[src/hw/rtl/ssdiv_pkg.sv]
// ============================================================================
// ssdiv_pkg: shared types and constants for the signed shift-subtract divider
// Holds the operand width, derived port widths and the sequencer state type.
// ============================================================================
`default_nettype none

package ssdiv_pkg;

    // Operand width of dividend, divisor and quotient.
    localparam int DATA_WIDTH = 32;

    // Iteration counter width: counts DATA_WIDTH - 1 down to zero.
    localparam int CNT_W = $clog2(DATA_WIDTH);

    // Stream data widths, padded to whole bytes.
    localparam int S_TDATA_W = ((2 * DATA_WIDTH + 7) / 8) * 8;
    localparam int M_TDATA_W = ((DATA_WIDTH + 7) / 8) * 8;

    // Largest positive and most negative quotient values.
    localparam logic [DATA_WIDTH-1:0] INT_MAX = {1'b0, {(DATA_WIDTH-1){1'b1}}};
    localparam logic [DATA_WIDTH-1:0] INT_MIN = {1'b1, {(DATA_WIDTH-1){1'b0}}};

    // Sequencer states.
    typedef enum logic [1:0] {
        ST_IDLE,
        ST_CALC,
        ST_SIGN
    } state_t;

endpackage : ssdiv_pkg

`default_nettype wire

[src/hw/rtl/shift_subtract_signed_divider_core.sv]
// ============================================================================
// shift_subtract_signed_divider_core: signed truncating integer divider
// Restoring radix-2 divider on operand magnitudes with a final sign step.
// ============================================================================
// The operand magnitudes are taken with the accepted input transaction. After
// that the shared subtract-and-compare unit works out the quotient bits one
// by one, and then the sign step writes the result to the output register.
// The block holds one division at a time, and s_tready is high only while
// the sequencer is idle, so a new division is taken only once the last one
// has left the sign step. The sign step waits while the output register
// still holds a result that has not been taken. The next transaction is
// taken while a finished result still waits in the output register. A zero
// divisor skips the iterations, returns quotient zero and sets m_tuser. The
// most negative dividend divided by minus one saturates to the largest
// positive value.
`default_nettype none

module shift_subtract_signed_divider_core (
    input  wire logic                            aclk,
    input  wire logic                            aresetn,
    // Input stream
    input  wire logic                            s_tvalid,
    output logic                                 s_tready,
    // Bits from low: numerator, denominator
    input  wire logic [ssdiv_pkg::S_TDATA_W-1:0] s_tdata,
    // Result stream
    output logic                                 m_tvalid,
    input  wire logic                            m_tready,
    // Bits from low: quotient
    output logic [ssdiv_pkg::M_TDATA_W-1:0]      m_tdata,
    // Bits from low: divide_by_zero
    output logic                                 m_tuser
);

    localparam int DW = ssdiv_pkg::DATA_WIDTH;

    ssdiv_pkg::state_t state_reg, state_next;

    logic [ssdiv_pkg::CNT_W-1:0] cnt_reg, cnt_next;
    logic [DW-1:0]               quo_reg, quo_next;
    logic [DW-1:0]               rem_reg, rem_next;
    logic [DW-1:0]               dmag_reg, dmag_next;
    logic                        neg_reg, neg_next;
    logic                        dz_reg, dz_next;

    logic                        m_tvalid_reg, m_tvalid_next;
    logic [DW-1:0]               m_quo_reg, m_quo_next;
    logic                        m_dz_reg, m_dz_next;

    logic [DW-1:0] num_in, den_in, num_mag, den_mag;
    logic [DW:0]   rem_shift, diff;
    logic          fits;
    logic [DW-1:0] result;
    logic          out_free;

    // Operand fields and their magnitudes.
    assign num_in  = s_tdata[DW-1:0];
    assign den_in  = s_tdata[2*DW-1:DW];
    assign num_mag = num_in[DW-1] ? (~num_in + 1'b1) : num_in;
    assign den_mag = den_in[DW-1] ? (~den_in + 1'b1) : den_in;

    // Shared subtract-and-compare unit: one restoring step.
    assign rem_shift = {rem_reg, quo_reg[DW-1]};
    assign diff      = rem_shift - {1'b0, dmag_reg};
    assign fits      = ~diff[DW];

    // Sign step: zero for a zero divisor, negation of a negative quotient, and saturation of the one overflowing case.
    always_comb begin
        if (dz_reg) begin
            result = '0;
        end else if (neg_reg) begin
            result = ~quo_reg + 1'b1;
        end else if (quo_reg[DW-1]) begin
            result = ssdiv_pkg::INT_MAX;
        end else begin
            result = quo_reg;
        end
    end

    assign out_free = ~m_tvalid_reg | m_tready;

    // Next state and datapath control.
    always_comb begin
        state_next    = state_reg;
        cnt_next      = cnt_reg;
        quo_next      = quo_reg;
        rem_next      = rem_reg;
        dmag_next     = dmag_reg;
        neg_next      = neg_reg;
        dz_next       = dz_reg;
        m_tvalid_next = m_tvalid_reg & ~m_tready;
        m_quo_next    = m_quo_reg;
        m_dz_next     = m_dz_reg;
        s_tready      = 1'b0;

        case (state_reg)
            ssdiv_pkg::ST_IDLE: begin
                s_tready = 1'b1;
                if (s_tvalid) begin
                    quo_next  = num_mag;
                    rem_next  = '0;
                    dmag_next = den_mag;
                    neg_next  = num_in[DW-1] ^ den_in[DW-1];
                    dz_next   = (den_in == '0);
                    cnt_next  = ssdiv_pkg::CNT_W'(DW - 1);
                    if (den_in == '0) begin
                        state_next = ssdiv_pkg::ST_SIGN;
                    end else begin
                        state_next = ssdiv_pkg::ST_CALC;
                    end
                end
            end
            ssdiv_pkg::ST_CALC: begin
                rem_next = fits ? diff[DW-1:0] : rem_shift[DW-1:0];
                quo_next = {quo_reg[DW-2:0], fits};
                cnt_next = cnt_reg - 1'b1;
                if (cnt_reg == '0) begin
                    state_next = ssdiv_pkg::ST_SIGN;
                end
            end
            ssdiv_pkg::ST_SIGN: begin
                if (out_free) begin
                    m_tvalid_next = 1'b1;
                    m_quo_next    = result;
                    m_dz_next     = dz_reg;
                    state_next    = ssdiv_pkg::ST_IDLE;
                end
            end
            default: begin
                state_next = ssdiv_pkg::ST_IDLE;
            end
        endcase
    end

    // Control registers.
    always_ff @(posedge aclk) begin
        if (!aresetn) begin
            state_reg    <= ssdiv_pkg::ST_IDLE;
            m_tvalid_reg <= 1'b0;
        end else begin
            state_reg    <= state_next;
            m_tvalid_reg <= m_tvalid_next;
        end
    end

    // Datapath registers.
    always_ff @(posedge aclk) begin
        cnt_reg   <= cnt_next;
        quo_reg   <= quo_next;
        rem_reg   <= rem_next;
        dmag_reg  <= dmag_next;
        neg_reg   <= neg_next;
        dz_reg    <= dz_next;
        m_quo_reg <= m_quo_next;
        m_dz_reg  <= m_dz_next;
    end

    assign m_tvalid = m_tvalid_reg;
    assign m_tdata  = ssdiv_pkg::M_TDATA_W'(m_quo_reg);
    assign m_tuser  = m_dz_reg;

    // During the iterations the partial remainder stays below the divisor magnitude.
    a_rem_below_div: assert property (@(posedge aclk) disable iff (!aresetn)
        (state_reg == ssdiv_pkg::ST_CALC) |-> (rem_reg < dmag_reg))
        else $error("partial remainder not below divisor");

    // Iterations never run on a zero divisor.
    a_no_zero_iter: assert property (@(posedge aclk) disable iff (!aresetn)
        (state_reg == ssdiv_pkg::ST_CALC) |-> (dmag_reg != '0))
        else $error("iteration on zero divisor");

    // A zero-divisor result carries quotient zero.
    a_dz_zero_quo: assert property (@(posedge aclk) disable iff (!aresetn)
        (m_tvalid && m_tuser) |-> (m_tdata == '0))
        else $error("divide-by-zero result with nonzero quotient");

    // A zero divisor goes straight to the sign step.
    a_dz_skip: assert property (@(posedge aclk) disable iff (!aresetn)
        (s_tvalid && s_tready && (s_tdata[2*DW-1:DW] == '0))
        |=> (state_reg == ssdiv_pkg::ST_SIGN && dz_reg))
        else $error("zero divisor did not skip iterations");

endmodule : shift_subtract_signed_divider_core

`default_nettype wire
[config.mk]
export PLATFORM = sky130hd
export DESIGN_NAME = shift_subtract_signed_divider_core
export DESIGN_NICKNAME = d
export VERILOG_FILES = /design/src/hw/rtl/ssdiv_pkg.sv /design/src/hw/rtl/shift_subtract_signed_divider_core.sv
export SDC_FILE = /design/constraint.sdc
export NUM_CORES = 1
export LEC_CHECK = 0
export BUFFER_PORTS_ARGS = -buffer_cell sky130_fd_sc_hd__clkbuf_2
export CAP_MARGIN = 20
export CORE_MARGIN = 2
export CORE_UTILIZATION = 60
export CTS_BUF_LIST = sky130_fd_sc_hd__clkbuf_16
export DETAILED_ROUTE_END_ITERATION = 10
export PLACE_DENSITY = 0.91
export SYNTH_ARGS = -nofsm -noshare
export SYNTH_HDL_FRONTEND = slang
export SYNTH_SLANG_ARGS = --single-unit
[constraint.sdc]
create_clock -name aclk -period 5.4 [get_ports aclk]
set_clock_uncertainty 0.2 [all_clocks]
set_input_delay 0.54 -clock aclk [delete_from_list [all_inputs] [get_ports aclk]]
set_output_delay 0.54 -clock aclk [all_outputs]
set_load 0.01 [all_outputs]
==> flow_results.org, run 1 <==
** Status
- The flow ran to the end, and the final reports show no timing, DRC or antenna violations.

** STA
- RSZ-0062 raised after global routing :: no
- The number of endpoints with negative hold slack in the final report is 0.
- Share of the clock period used by the worst path :: 0.789
- Number of failing setup endpoints in the final timing report :: 0
- Across all setup checks in the final design, the least slack found is 1.14 ns.
- The number of pins with negative max-slew slack in the final report came to 0.
- Post-Route Setup TNS :: 0 ns
- Final Critical Period :: 4.26 ns
- For the pin with the worst max-slew slack, the measured transition is 0.906 ns.
- Maximum operating frequency :: 235 MHz
- In this run the tightest slew margin relative to its limit is 0.396.

** Routing
- The final route contains 7828 vias.
- After detailed routing, the average wire length per cell comes to 17.1 um.
- Residual antenna-violating net count after detailed routing :: 0
- After detailed routing, the number of remaining DRC violations is 0.
- For this block, the routed nets add up to 21300 um of wire.
- The detailed router finished its first iteration with 761 violations.
- After detailed routing, the number of vias per cell comes to 6.26.
- The first detailed-routing pass ran for 6 iterations.

** Placed design
- The count of buffers added on input and output ports is 102.
- Setup WS pre-CTS :: 1.12 ns
- Sum of net half-perimeters after detailed placement :: 14800 um
- The congestion estimate from routability-driven global placement came to 0.908.
- Placed Cells incl. Taps :: 1219

** Layout
- Area occupied by multi-input gates :: 4640 um2
- Layout Nets :: 1156
- Filler Cell Count :: 1069
- Once layout is complete, the utilization of the core stands at 0.690.
- The library cell used most frequently in the layout, excluding fill and tap cells, is edfxtp_1.
- Highest-count cells in the layout ignoring fill and taps :: 136 x edfxtp_1, 102 x clkbuf_2, 100 x nor2_1
- The number of antenna diodes in the final layout is 0.
- Final Instance Count excl. Fillers :: 1251
- Across the whole layout, storage elements account for 4140 um2.
- Share of layout cells above drive strength 1 :: 0.165
- Compared with the post-synthesis result, the final layout area differs by 13.5%.

** Yosys
- In this run, synthesis inferred 136 flip-flops with an integrated enable.
- Sequential cell area fraction in the yosys report :: 0.454
- Mapped cell area :: 9140 um2
- Area share of and/or/nand/nor cells after synthesis :: 0.173
- Area fraction in compound gates after synthesis :: 0.174
- After synthesis, the largest family of logic cells by area is compound AO/OA/AOI/OAI gates.
- Count of state elements after synthesis :: 139
- Of the total synthesized cell area, the portion taken by XOR and XNOR cells is 0.0796.
- Portion of netlist area occupied by mux cells :: 0.0255
- Synthesis instantiated 55 different standard cells from the library.
- Most common flop cell mapped by yosys :: edfxtp_1
- Instance count of the mapped netlist :: 962
- Of all flip-flops after synthesis, the portion carrying an async set or reset was 0.
- During synthesis, Yosys emitted a total of 0 warnings.
- Average cell area after synthesis :: 9.50 um2
- Area share of fa/ha/maj cells after synthesis :: 0.0529
- Net count of the mapped netlist :: 1068

** Worst setup path
- The worst setup path is launched from a register.
- Reg2Reg Setup Slack :: 1.14 ns
- The startpoint identified for the worst register-to-register timing path is quo_reg[31].
- The worst register-to-register path has a depth of 13.
- Worst setup path category :: reg2reg
- Arrival @ worst endpoint :: 4.33 ns
- STA classifies the critical path endpoint as a register.
- Reg2reg end :: rem_reg[27]
- Required time of the critical path :: 5.47 ns
- In this run the worst path has a maximum fanout of 18.
- In this run the worst setup path begins at quo_reg[31].
- Following the worst setup path forward leads to its endpoint at rem_reg[27].

** Power and ir drop
- In this run the static leakage power is 4.13 nW.
- Power per cell area :: 350 nW/um2
- Final total power :: 3.63 mW
- VDD sags by at most 261 uV.

** CTS
- The longest clock path from root to sink contains 2 buffers.
- CTS placed an instance of clkbuf_16 at the clock tree root.
- The clock drives 139 sinks.
- Number of resized instances in the post-cts repair step :: 0
- Buffers inserted to repair hold after CTS numbered 0.
- Buffers added to address setup during post-CTS repair amount to 0.
- Clock transition at the register clock pins on the worst setup and hold paths after CTS :: 0.06 ns
- Clock tree synthesis inserted a total of 17 buffers.
- CTS tree :: built
- Source-to-sink clock delay at the later pin of the worst-skew pair :: 0.43 ns
- CTS built an H-tree with a depth of 4.

** Die
- Starting Density :: 0.608
- The floorplan step set the die height to 127 um.
- The floorplan step defined a die boundary enclosing 16200 um2.
- In this run the standard cell core region covers 15000 um2.
- The floorplan has 45 rows.
- Pin placement for this block handled 103 I/O pins.
- Die Width :: 127 um

** GRT
- Across every metal layer, demand over resource in global routing totals 0.268.
- The initial antenna violation count was 0.
- Total gr overflow :: 0
- Maximum number of pins on one net before global-route repair :: 71
- Global-route wire length before repair :: 34600 um
- The number of global-route vias before repair was 7254.

** Worst hold path
- The min-delay analysis places its worst path in the category in2reg.
- Counting instances, the worst hold path has a depth of 1.

** Run
- Maximum Capacitance Violations :: 0
-- cells by family (layout without fill, tap and decap cells) --
logic type,Yosys count,in the layout
XOR/XNOR,83,83
AO/OA/AOI/OAI,250,250
flip-flops,139,139
buffers and inverters,101,202
multiplexers,23,23
AND/OR/NAND/NOR,328,328
adder cells (fa/ha/maj),38,38
-- cells in the mapped netlist, drive strengths merged, types with 4 or more instances --
| cell | number | area [um2] |
|---|---|---|
| a211o | 5 | 43.8 |
| a211oi | 7 | 57.6 |
| a21boi | 4 | 30.0 |
| a21o | 12 | 90.1 |
| a21oi | 49 | 245 |
| a311oi | 15 | 131 |
| a31oi | 13 | 81.3 |
| and2 | 6 | 37.5 |
| and3 | 5 | 31.3 |
| clkbuf | 41 | 154 |
| edfxtp | 136 | 4080 |
| ha | 37 | 463 |
| inv | 58 | 218 |
| mux2i | 21 | 210 |
| nand2 | 97 | 364 |
| nand2b | 8 | 50.1 |
| nand3 | 14 | 70.1 |
| nand4 | 7 | 43.8 |
| nor2 | 101 | 379 |
| nor2b | 8 | 50.1 |
| nor3 | 22 | 110 |
| nor4 | 11 | 68.8 |
| o211ai | 7 | 52.6 |
| o21a | 9 | 67.6 |
| o21ai | 87 | 435 |
| o31ai | 17 | 128 |
| o41ai | 11 | 96.3 |
| or2 | 6 | 37.5 |
| or3 | 22 | 154 |
| or3b | 5 | 46.3 |
| or4 | 9 | 75.1 |
| xnor2 | 49 | 429 |
| xor2 | 34 | 298 |
-- power breakdown --
group	leakage, nW	internal [mW]	switching (mW)
Clock	0.257	0.601	0.504
Sequential	1.35	1.36	0.101
Combinational	2.52	0.429	0.635
-- through the flow --
step | hold slack (ns) | cell area [um2]
finish | 0.145 | 10400
global route | 0.146 | 10400
CTS | 0.136 | 10400
detailed placement | 0.377 | 9820
global placement | 0.377 | 9820
floorplan | 0.267 | 9140
-- worst min-delay path by stage --
stage	start	to	slack [ns]
2_1_floorplan	dz_reg	m_tuser	0.27
3_3_place_gp	cnt_reg[0]	cnt_reg[0]	0.38
3_5_place_dp	m_tvalid	m_tvalid	0.38
4_1_cts	s_tdata[32]	dmag_reg[0]	0.14
5_1_grt	s_tdata[32]	dmag_reg[0]	0.15
6_report	s_tdata[32]	dmag_reg[0]	0.14
-- critical path, cell delays in order, from the launching register on --
cell and delay, ns:
edfxtp_1 0.47, inv_1 0.12, ha_1 0.24, fa_1 0.40, nor2b_1 0.16, o2111ai_1 0.16, and3b_1 0.25, nor4_1 0.41
o211ai_1 0.20, nand3_1 0.14, nand3_2 0.31, buf_4 0.35, or3b_2 0.50, a21oi_1 0.19
-- cell type report --
class | instances | share of cell area
timing repair buffer | 112 | 0.0564
inverter | 58 | 0.0210
tap | 188 | 0.0227
clock buffer | 17 | 0.0410
multi-input combinational | 722 | 0.447
clock inverter | 15 | 0.0125
sequential | 139 | 0.399
-- per-layer routing --
layer,share of wire,global-route usage,vias to the layer above
met5,0,0,-
met4,0.032,0.118,0
met3,0.073,0.0415,70
met2,0.50,0.474,435
met1,0.39,0.324,3623
li1,-,-,3700
Note: power is estimated with default switching activity, not from simulation.
==> run 2: changes to the inputs <==
--- a/config.mk
+++ b/config.mk
@@ -8,10 +8,10 @@
 export BUFFER_PORTS_ARGS = -buffer_cell sky130_fd_sc_hd__clkbuf_2
 export CAP_MARGIN = 20
 export CORE_MARGIN = 2
-export CORE_UTILIZATION = 60
+export CORE_UTILIZATION = 54
 export CTS_BUF_LIST = sky130_fd_sc_hd__clkbuf_16
 export DETAILED_ROUTE_END_ITERATION = 10
-export PLACE_DENSITY = 0.91
+export PLACE_DENSITY = 0.87
 export SYNTH_ARGS = -nofsm -noshare
 export SYNTH_HDL_FRONTEND = slang
 export SYNTH_SLANG_ARGS = --single-unit
==> constraint.sdc (replaced) <==
create_clock -name aclk -period 3.7 [get_ports aclk]
set_clock_uncertainty 0.2 [all_clocks]
set_input_delay 0.37 -clock aclk [delete_from_list [all_inputs] [get_ports aclk]]
set_output_delay 0.37 -clock aclk [all_outputs]
set_load 0.01 [all_outputs]
==> run 2 against run 1 <==
Against the previous run: die area rose by 11%; design area rose by 4.3%; clock power rose by 64%; wire length fell by 3.6%; total power rose by 55%; combinational power rose by 57%; clock-buffer cell count did not move; worst setup slack got worse by 1.1 ns; critical path depth fell by 3.
==> flow_results.org, run 2 (synthesis results as in run 1) <==
** Routing
- Initial detailed-routing violation count :: 634 (-17%)
- The DRC violation count after routing was 0 (unchanged).
- The number of vias per cell came to 5.85 (-6.5%).
- Average routed wire per standard cell :: 15.7 um (-8.1%)
- WL final :: 20600 um (-3.6%)
- Residual antenna-violating net count after detailed routing :: 0 (unchanged)
- Number of iterations in the first detailed-routing pass :: 5 (-1)
- Vias :: 7686 (-1.8%)

** Die
- Die Y :: 134 um (+5.2%)
- The number of cell rows came to 47 (+4.4%).
- Starting Density :: 0.551 (-0.0568)
- The area of the die is 18000 um2 (+11%).
- The core area came to 16600 um2 (+10%).
- Num ports :: 103 (unchanged)
- The width of the chip is 134 um (+5.2%).

** Placed design
- Setup WS pre-CTS :: -0.348 ns (-1.46 ns)
- Total cell area at the placement stage :: 10100 um2 (+2.6%)
- Placed Cells incl. Taps :: 1277 (+4.8%)
- Sum of net half-perimeters after detailed placement :: 14700 um (-0.60%)
- Placer congestion estimate :: 0.900 (-0.88%)
- Number of buffer cells added on primary ports :: 102 (unchanged)

** Layout
- Relative to the synthesized area, the layout overhead comes to 18.4%.
- Share of layout cells above drive strength 1 :: 0.199 (+0.0339)
- Layout Nets :: 1187 (+2.7%)
- Non-Filler Cell Area, Final :: 10800 um2 (+4.3%)
- The post-layout instance count excluding filler cells came to 1313 (+5.0%).
- Commonest non-fill, non-tap cell in the layout :: edfxtp_1
- The final design utilization is 0.652 (-0.0377).
- The number of diodes came to 0 (unchanged).
- Highest-count cells in the layout ignoring fill and taps :: 136 x edfxtp_1, 102 x clkbuf_2, 100 x nor2_1

** Run
- Maximum Capacitance Violations :: 0 (unchanged)

** STA
- Worst Max-Slew Pin Slew :: 1.02 ns (+0.111 ns)
- The final setup violation count was 0 (unchanged).
- Max-slew headroom :: 0.321 (-0.0742)
- Derived from the worst setup path, the maximum achievable clock frequency is 276 MHz.
- Final hold violation count :: 0 (unchanged)
- Max Slew Vio Count :: 0 (unchanged)
- Share of the clock period used by the worst path :: 0.979
- The worst hold margin is 0.00931 ns (-0.135 ns).
- Post-Route Setup TNS :: 0 ns (unchanged)
- Least setup slack across all paths after layout :: 0.0785 ns (-1.06 ns)
- Final Critical Period :: 3.62 ns

** Worst setup path
- Worst setup path category :: in2reg
- The required time of the critical path was 3.82 ns (-1.65 ns).
- CP endpoint kind :: register
- CP max FO :: 3 (-15)
- Setup crit start kind :: primary input
- Arrival @ worst endpoint :: 3.74 ns (-0.59 ns)

** GRT
- The global route total overflow was 0 (unchanged).
- Maximum number of pins on one net before global-route repair :: 48 (-32%)
- Via count of the first global-routing pass :: 7196 (-0.80%)
- The total global-route track usage was 0.235 (-0.0328).
- The global-route wire length before repair was 34100 um (-1.6%).
- The initial antenna violation count is 0 (unchanged).

** CTS
- The maximum buffer depth of the clock tree is 2 (unchanged).
- Number of clock sinks :: 139 (unchanged)
- Source-to-sink clock delay at the later pin of the worst-skew pair :: 0.43 ns (about the same)
- Number of buffers created by CTS :: 17 (unchanged)
- CTS tree :: built
- Clock root buffer master :: clkbuf_16
- The number of H-tree levels came to 4 (unchanged).
- The clock-pin slew of the registers on the worst-case setup and hold paths is 0.06 ns (about the same).

** Power and ir drop
- VDD IR-drop max :: 375 uV (+43%)
- Leak :: 4.33 nW (+5.0%)
- Power per cell area :: 519 nW/um2 (+48%)
- Final total power :: 5.61 mW (+55%)

** Worst hold path
- In this run the worst hold path is classified as in2reg.

** Status
- The flow ran to the end, and the final reports show no timing, DRC or antenna violations.
## run 2: cell types whose count changed in the layout (fill, tap and decap cells not counted), moves of 2 or more
cell	before	now
bufinv_16	0	4
buf_4	10	37
clkinvlp_4	5	2
inv_6	5	2
ha_2	0	2
ha_1	37	34
inv_8	2	0
buf_12	0	2
## run 2: worst max-delay path, stage by stage
cell,delay [ns]
clkbuf_2,0.09
or4_4,0.53
or4b_4,0.53
or4_4,0.43
or3_4,0.39
or3_4,0.39
or3_4,0.39
or3b_4,0.43
a21oi_2,0.14
nor2b_1,0.05
## run 2: path summary, 6_finish.rpt
kind                from      endpoint  slack, ns  depth (start not counted)
max          s_tdata[39]  state_reg[0]       0.08                         10
min              aresetn  state_reg[0]      0.009                          2
max reg2reg   rem_reg[6]   rem_reg[15]       0.09                         12
min reg2reg     m_tvalid      m_tvalid       0.33                          2
## run 2: repair_timing
action,4_1_cts,5_1_grt
endpoints found under the hold margin,0,0
buffers inserted,1,4
resized for setup,4,15
hold buffers,0,0
setup endpoints to repair,24,28
pin swaps,2,5
## run 2: area by class of cell
type,instances,area (um2)
tap,220,275
multi-input combinational,722,4710
clock buffer,17,425
sequential,139,4140
inverter,58,218
timing repair buffer,143,855
clock inverter,14,196
fill,1285,5760
## run 2: report_power, final
part	total [mW]	switching (mW)	internal, mW
clock network	1.80	0.674	1.13
registers	2.15	0.160	1.99
logic	1.66	0.930	0.734
## run 2: metal layers
| metal | vias to the layer above | global-route usage | part of all wire |
|---|---|---|---|
| li1 | 3776 | - | - |
| met1 | 3590 | 0.308 | 0.43 |
| met2 | 275 | 0.389 | 0.49 |
| met3 | 45 | 0.0408 | 0.061 |
| met4 | 0 | 0.0959 | 0.022 |
| met5 | - | 0 | 0 |
==> run 3: changes to the inputs <==
--- a/config.mk
+++ b/config.mk
@@ -5,13 +5,14 @@
 export SDC_FILE = /design/constraint.sdc
 export NUM_CORES = 1
 export LEC_CHECK = 0
+export ABC_AREA = 1
 export BUFFER_PORTS_ARGS = -buffer_cell sky130_fd_sc_hd__clkbuf_2
 export CAP_MARGIN = 20
 export CORE_MARGIN = 2
-export CORE_UTILIZATION = 54
+export CORE_UTILIZATION = 55
 export CTS_BUF_LIST = sky130_fd_sc_hd__clkbuf_16
 export DETAILED_ROUTE_END_ITERATION = 10
-export PLACE_DENSITY = 0.87
+export PLACE_DENSITY = 0.88
 export SYNTH_ARGS = -nofsm -noshare
 export SYNTH_HDL_FRONTEND = slang
 export SYNTH_SLANG_ARGS = --single-unit
==> run 3 against run 2 <==
Against the previous run: sequential cell count did not move; hold slack improved by 0.031 ns; register-to-register slack improved by 0.60 ns; non-clock buffer count fell by 33; critical path depth rose by 7; area after synthesis rose by 18%; sequential share of layout area fell by 4.0 points; critical path type is now reg2reg; critical endpoint is now rem_reg[1].
==> flow_results.org, run 3 <==
** Status
- Outcome :: completed

** Layout
- Commonest non-fill, non-tap cell in the layout :: nand2_1
- The final-stage net count is 1752 (+48%).
- Area taken by flip-flops and latches :: 4140 um2 (unchanged)
- Leaving out fill and tap cells, the most frequent cells in the layout are 438 x nand2_1, 270 x inv_1, 221 x nor2_1.
- Area occupied by multi-input gates :: 5470 um2 (+16%)
- The post-layout instance area came to 12100 um2 (+12%).
- The final design utilization is 0.626 (-0.0268).
- Layout Area Growth over Synthesis :: 12.2%
- Antenna fix cells :: 0 (unchanged)
- Final Instance Count excl. Fillers :: 1924 (+47%)
- The share of post-route cells with drive strength above 1 came to 0.101 (-0.0973).
- Filler Cell Count :: 1671 (+30%)

** Routing
- Residual antenna-violating net count after detailed routing :: 0 (unchanged)
- DRC errors left :: 0 (unchanged)
- The initial detailed-routing violation count came to 1082 (+71%).
- Number of iterations in the first detailed-routing pass :: 6 (+1)
- Average vias per placed instance :: 5.40 (-7.8%)
- WL final :: 29400 um (+43%)
- The total number of vias came to 10400 (+35%).
- Average routed wire per standard cell :: 15.3 um (-2.5%)

** CTS
- CTS H-Tree Depth :: 4 (unchanged)
- The TritonCTS sink count is 139 (unchanged).
- Number of resized instances in the post-cts repair step :: 0 (-4)
- Buffer levels on the longest clock path :: 2 (unchanged)
- CTS tree :: built
- The tree is rooted in a clkbuf_16.
- Clock transition at the register clock pins on the worst setup and hold paths after CTS :: 0.06 ns (about the same)
- The number of buffers inserted during clock tree synthesis was 17 (unchanged).
- The clock network latency to the later pin of the worst-skew pair was 0.43 ns (about the same).

** STA
- The final worst-path setup slack came to 0.691 ns (+0.612 ns).
- The minimum clock period after layout is 3.01 ns (-0.612 ns).
- Final hold violation count :: 0 (unchanged)
- Post-Route Setup TNS :: 0 ns (unchanged)
- The number of pins with negative max-slew slack in the final report was 0 (unchanged).
- The slew at the pin closest to its max-slew limit is 0.940 ns (-0.0779 ns).
- Setup repair after global routing left no endpoint under its margin.
- The final setup violation count is 0 (unchanged).
- Max-slew headroom :: 0.373 (+0.0520)
- Share of the clock period used by the worst path :: 0.813 (-0.165)
- Maximum operating frequency :: 332 MHz (+20%)

** Power and ir drop
- VDD IR-drop max :: 444 uV (+18%)
- Power per cell area :: 692 nW/um2 (+33%)
- The standby leakage power is 5.97 nW (+38%).

** Yosys
- The multiplexer area fraction after synthesis came to 0 (-0.0255).
- The proportion of synthesized flip-flops having asynchronous set or reset is 0 (unchanged).
- Sequential cell area fraction in the yosys report :: 0.384 (-0.0691)
- Dominant cell by count in the synthesized netlist :: nand2_1
- The net count of the mapped netlist is 1657 (+55%).
- The synthesized-area fraction occupied by and/or/nand/nor cells is 0.329 (+0.156).
- The total of flip-flops plus latches after synthesis is 139 (unchanged).
- Library cell occupying the most area in the post-synthesis netlist :: edfxtp_1
- In the post-synthesis netlist, the biggest area contributors are edfxtp_1 38%, nand2_1 15%, inv_1 9.3%.
- The distinct cell type count after synthesis was 41 (-25%).
- The share of the synthesized area in the top cell type was 0.379 (-0.0681).
- Area fraction in compound gates after synthesis :: 0.0796 (-0.0944)
- After synthesis, the largest family of logic cells by area is simple AND/OR/NAND/NOR gates.
- The total number of yosys warnings was 0 (unchanged).
- The post-synthesis share of cell area spent on xor and xnor gates is 0.0520 (-0.0276).
- The per-instance average area after synthesis was 6.95 um2 (-27%).
- The area share of fa/ha/maj cells after synthesis came to 0.0448 (-0.00805).
- The netlist area before placement was 10800 um2 (+18%).
- Commonest cells in the netlist :: 438 x nand2_1, 268 x inv_1, 224 x nor2_1
- Instance count of the mapped netlist :: 1551 (+61%)
- The count of flip-flops with a built-in enable after synthesis came to 136 (unchanged).
- In the synthesized netlist the dominant register cell turns out to be edfxtp_1.

** Worst hold path
- The worst hold path belongs to the class in2reg.

** Placed design
- The count of placed standard cells including taps is 1890 (+48%).
- The detailed placement HPWL is 22600 um (+54%).
- Placer congestion estimate :: 0.987 (+9.7%)
- The count of buffers from port buffering came to 102 (unchanged).
- The post-place instance area was 11500 um2 (+14%).
- Setup WS pre-CTS :: 0.733 ns (+1.08 ns)

** GRT
- The total global-route track usage was 0.289 (+0.0535).
- Global-route wire length before repair :: 46400 um (+36%)
- Via count of the first global-routing pass :: 9502 (+32%)
- Maximum number of pins on one net before global-route repair :: 76 (+58%)
- Initial antenna violation count :: 0 (unchanged)
- Total gr overflow :: 0 (unchanged)

** Die
- Area enclosed by the die boundary :: 20700 um2 (+15%)
- Standard-cell rows :: 51 (+8.5%)
- The vertical extent of the die was 144 um (+7.4%).
- Area of the core :: 19300 um2 (+17%)
- The effective utilization at floorplan came to 0.557 (+0.00649).
- The I/O pin total is 103 (unchanged).
- Die Width :: 144 um (+7.4%)

** Worst setup path
- Setup crit start kind :: register
- The worst register-to-register path ends at rem_reg[1].
- The startpoint identified for the worst register-to-register timing path is quo_reg[31].
- The number of cells on the worst reg-to-reg path is 17 (+5).
- Worst setup path category :: reg2reg
- Required time of the critical path :: 3.68 ns (-0.14 ns)
- Reg2Reg Setup Slack :: 0.69 ns (+0.60 ns)
- The data arrival at the endpoint of the critical path came to 2.99 ns (-0.75 ns).
- The maximum fanout along the worst path was 31 (+28).
- Worst setup path start :: quo_reg[31]
- The worst setup path is captured at a register.
- Following the worst setup path forward leads to its endpoint at rem_reg[1].

** Run
- The max capacitance violation total is 0 (unchanged).
## run 3: cell types whose count changed after synthesis, sizes merged, moves of 14 or more
cell,delta
nand2,+353
nor2,+127
or3,-22
inv,+213
mux2i,-21
clkbuf,-14
nand3,+86
o31ai,-16
a311oi,-14
xnor2,-36
nand4,+19
xor2,+17
## run 3: cell families (layout without fill, tap and decap cells)
group                    count (synthesis)  in the layout
AO/OA/AOI/OAI                          156            156
XOR/XNOR                                64             64
adder cells (fa/ha/maj)                 38             38
buffers and inverters                  305            413
flip-flops                             139            139
AND/OR/NAND/NOR                        849            849
## run 3: worst max-delay path, cell delays in order (launching register included)
cell and delay, ns:
edfxtp_1 0.42, inv_1 0.15, ha_1 0.26, fa_1 0.40, inv_1 0.08, nand2_1 0.06
nand2_1 0.10, nand3_1 0.09, nand2_2 0.11, nand2_2 0.07, nand2_4 0.08, nand2_4 0.06
nand2_2 0.08, nand2_2 0.07, nand2_4 0.25, nand2_1 0.12, nand2_1 0.10, nor2_1 0.06
## run 3: where the power goes
group	internal, mW	switching (mW)	leakage [nW]	total (mW)
clock network	0.976	0.662	0.277	1.64
logic	1.30	2.83	4.35	4.13
registers	2.31	0.301	1.35	2.61
total	4.59	3.79	5.97	8.38
## run 3: worst min-delay path by stage
| stage | from | to | slack [ns] | cells after the start |
|---|---|---|---|---|
| final | m_tready | m_tvalid | 0.04 | 4 |
| after global routing | m_tready | m_tvalid | 0.08 | 4 |
| after CTS | m_tready | m_tvalid | 0.04 | 4 |
| after detailed placement | cnt_reg[0] | cnt_reg[0] | 0.36 | 1 |
| after global placement | cnt_reg[0] | cnt_reg[0] | 0.35 | 1 |
| after floorplan | s_tdata[32] | dmag_reg[0] | 0.27 | 0 |
## run 3: per-stage QoR
step                power, mW  hold WS (ns)
finish                   8.38        0.0398
global route             8.99        0.0821
CTS                      8.30        0.0378
detailed placement       6.64         0.359
global placement         6.52         0.352
floorplan                5.71         0.269
## run 3: layout make-up
class                   count  share of cell area
multi-input cells        1107               0.452
flip-flops and latches    139               0.343
inverters                 271              0.0841
repair buffers            110              0.0476
clock buffers              17              0.0352
well taps                 265              0.0274
clock inverters            15              0.0112
## run 3: what timing repair did
action | 4_1_cts | 5_1_grt
hold buffers | 2 | 0
buffers inserted | 0 | 0
setup endpoints to repair | 0 | 0
endpoints found under the hold margin | 4 | 0
## run 3: routing by layer
layer,GRT usage,vias to the layer above,share of wire
met4,0.119,0,0.029
met2,0.479,470,0.48
met3,0.0407,60,0.076
met5,0,-,0
li1,-,5138,-
met1,0.382,4720,0.42
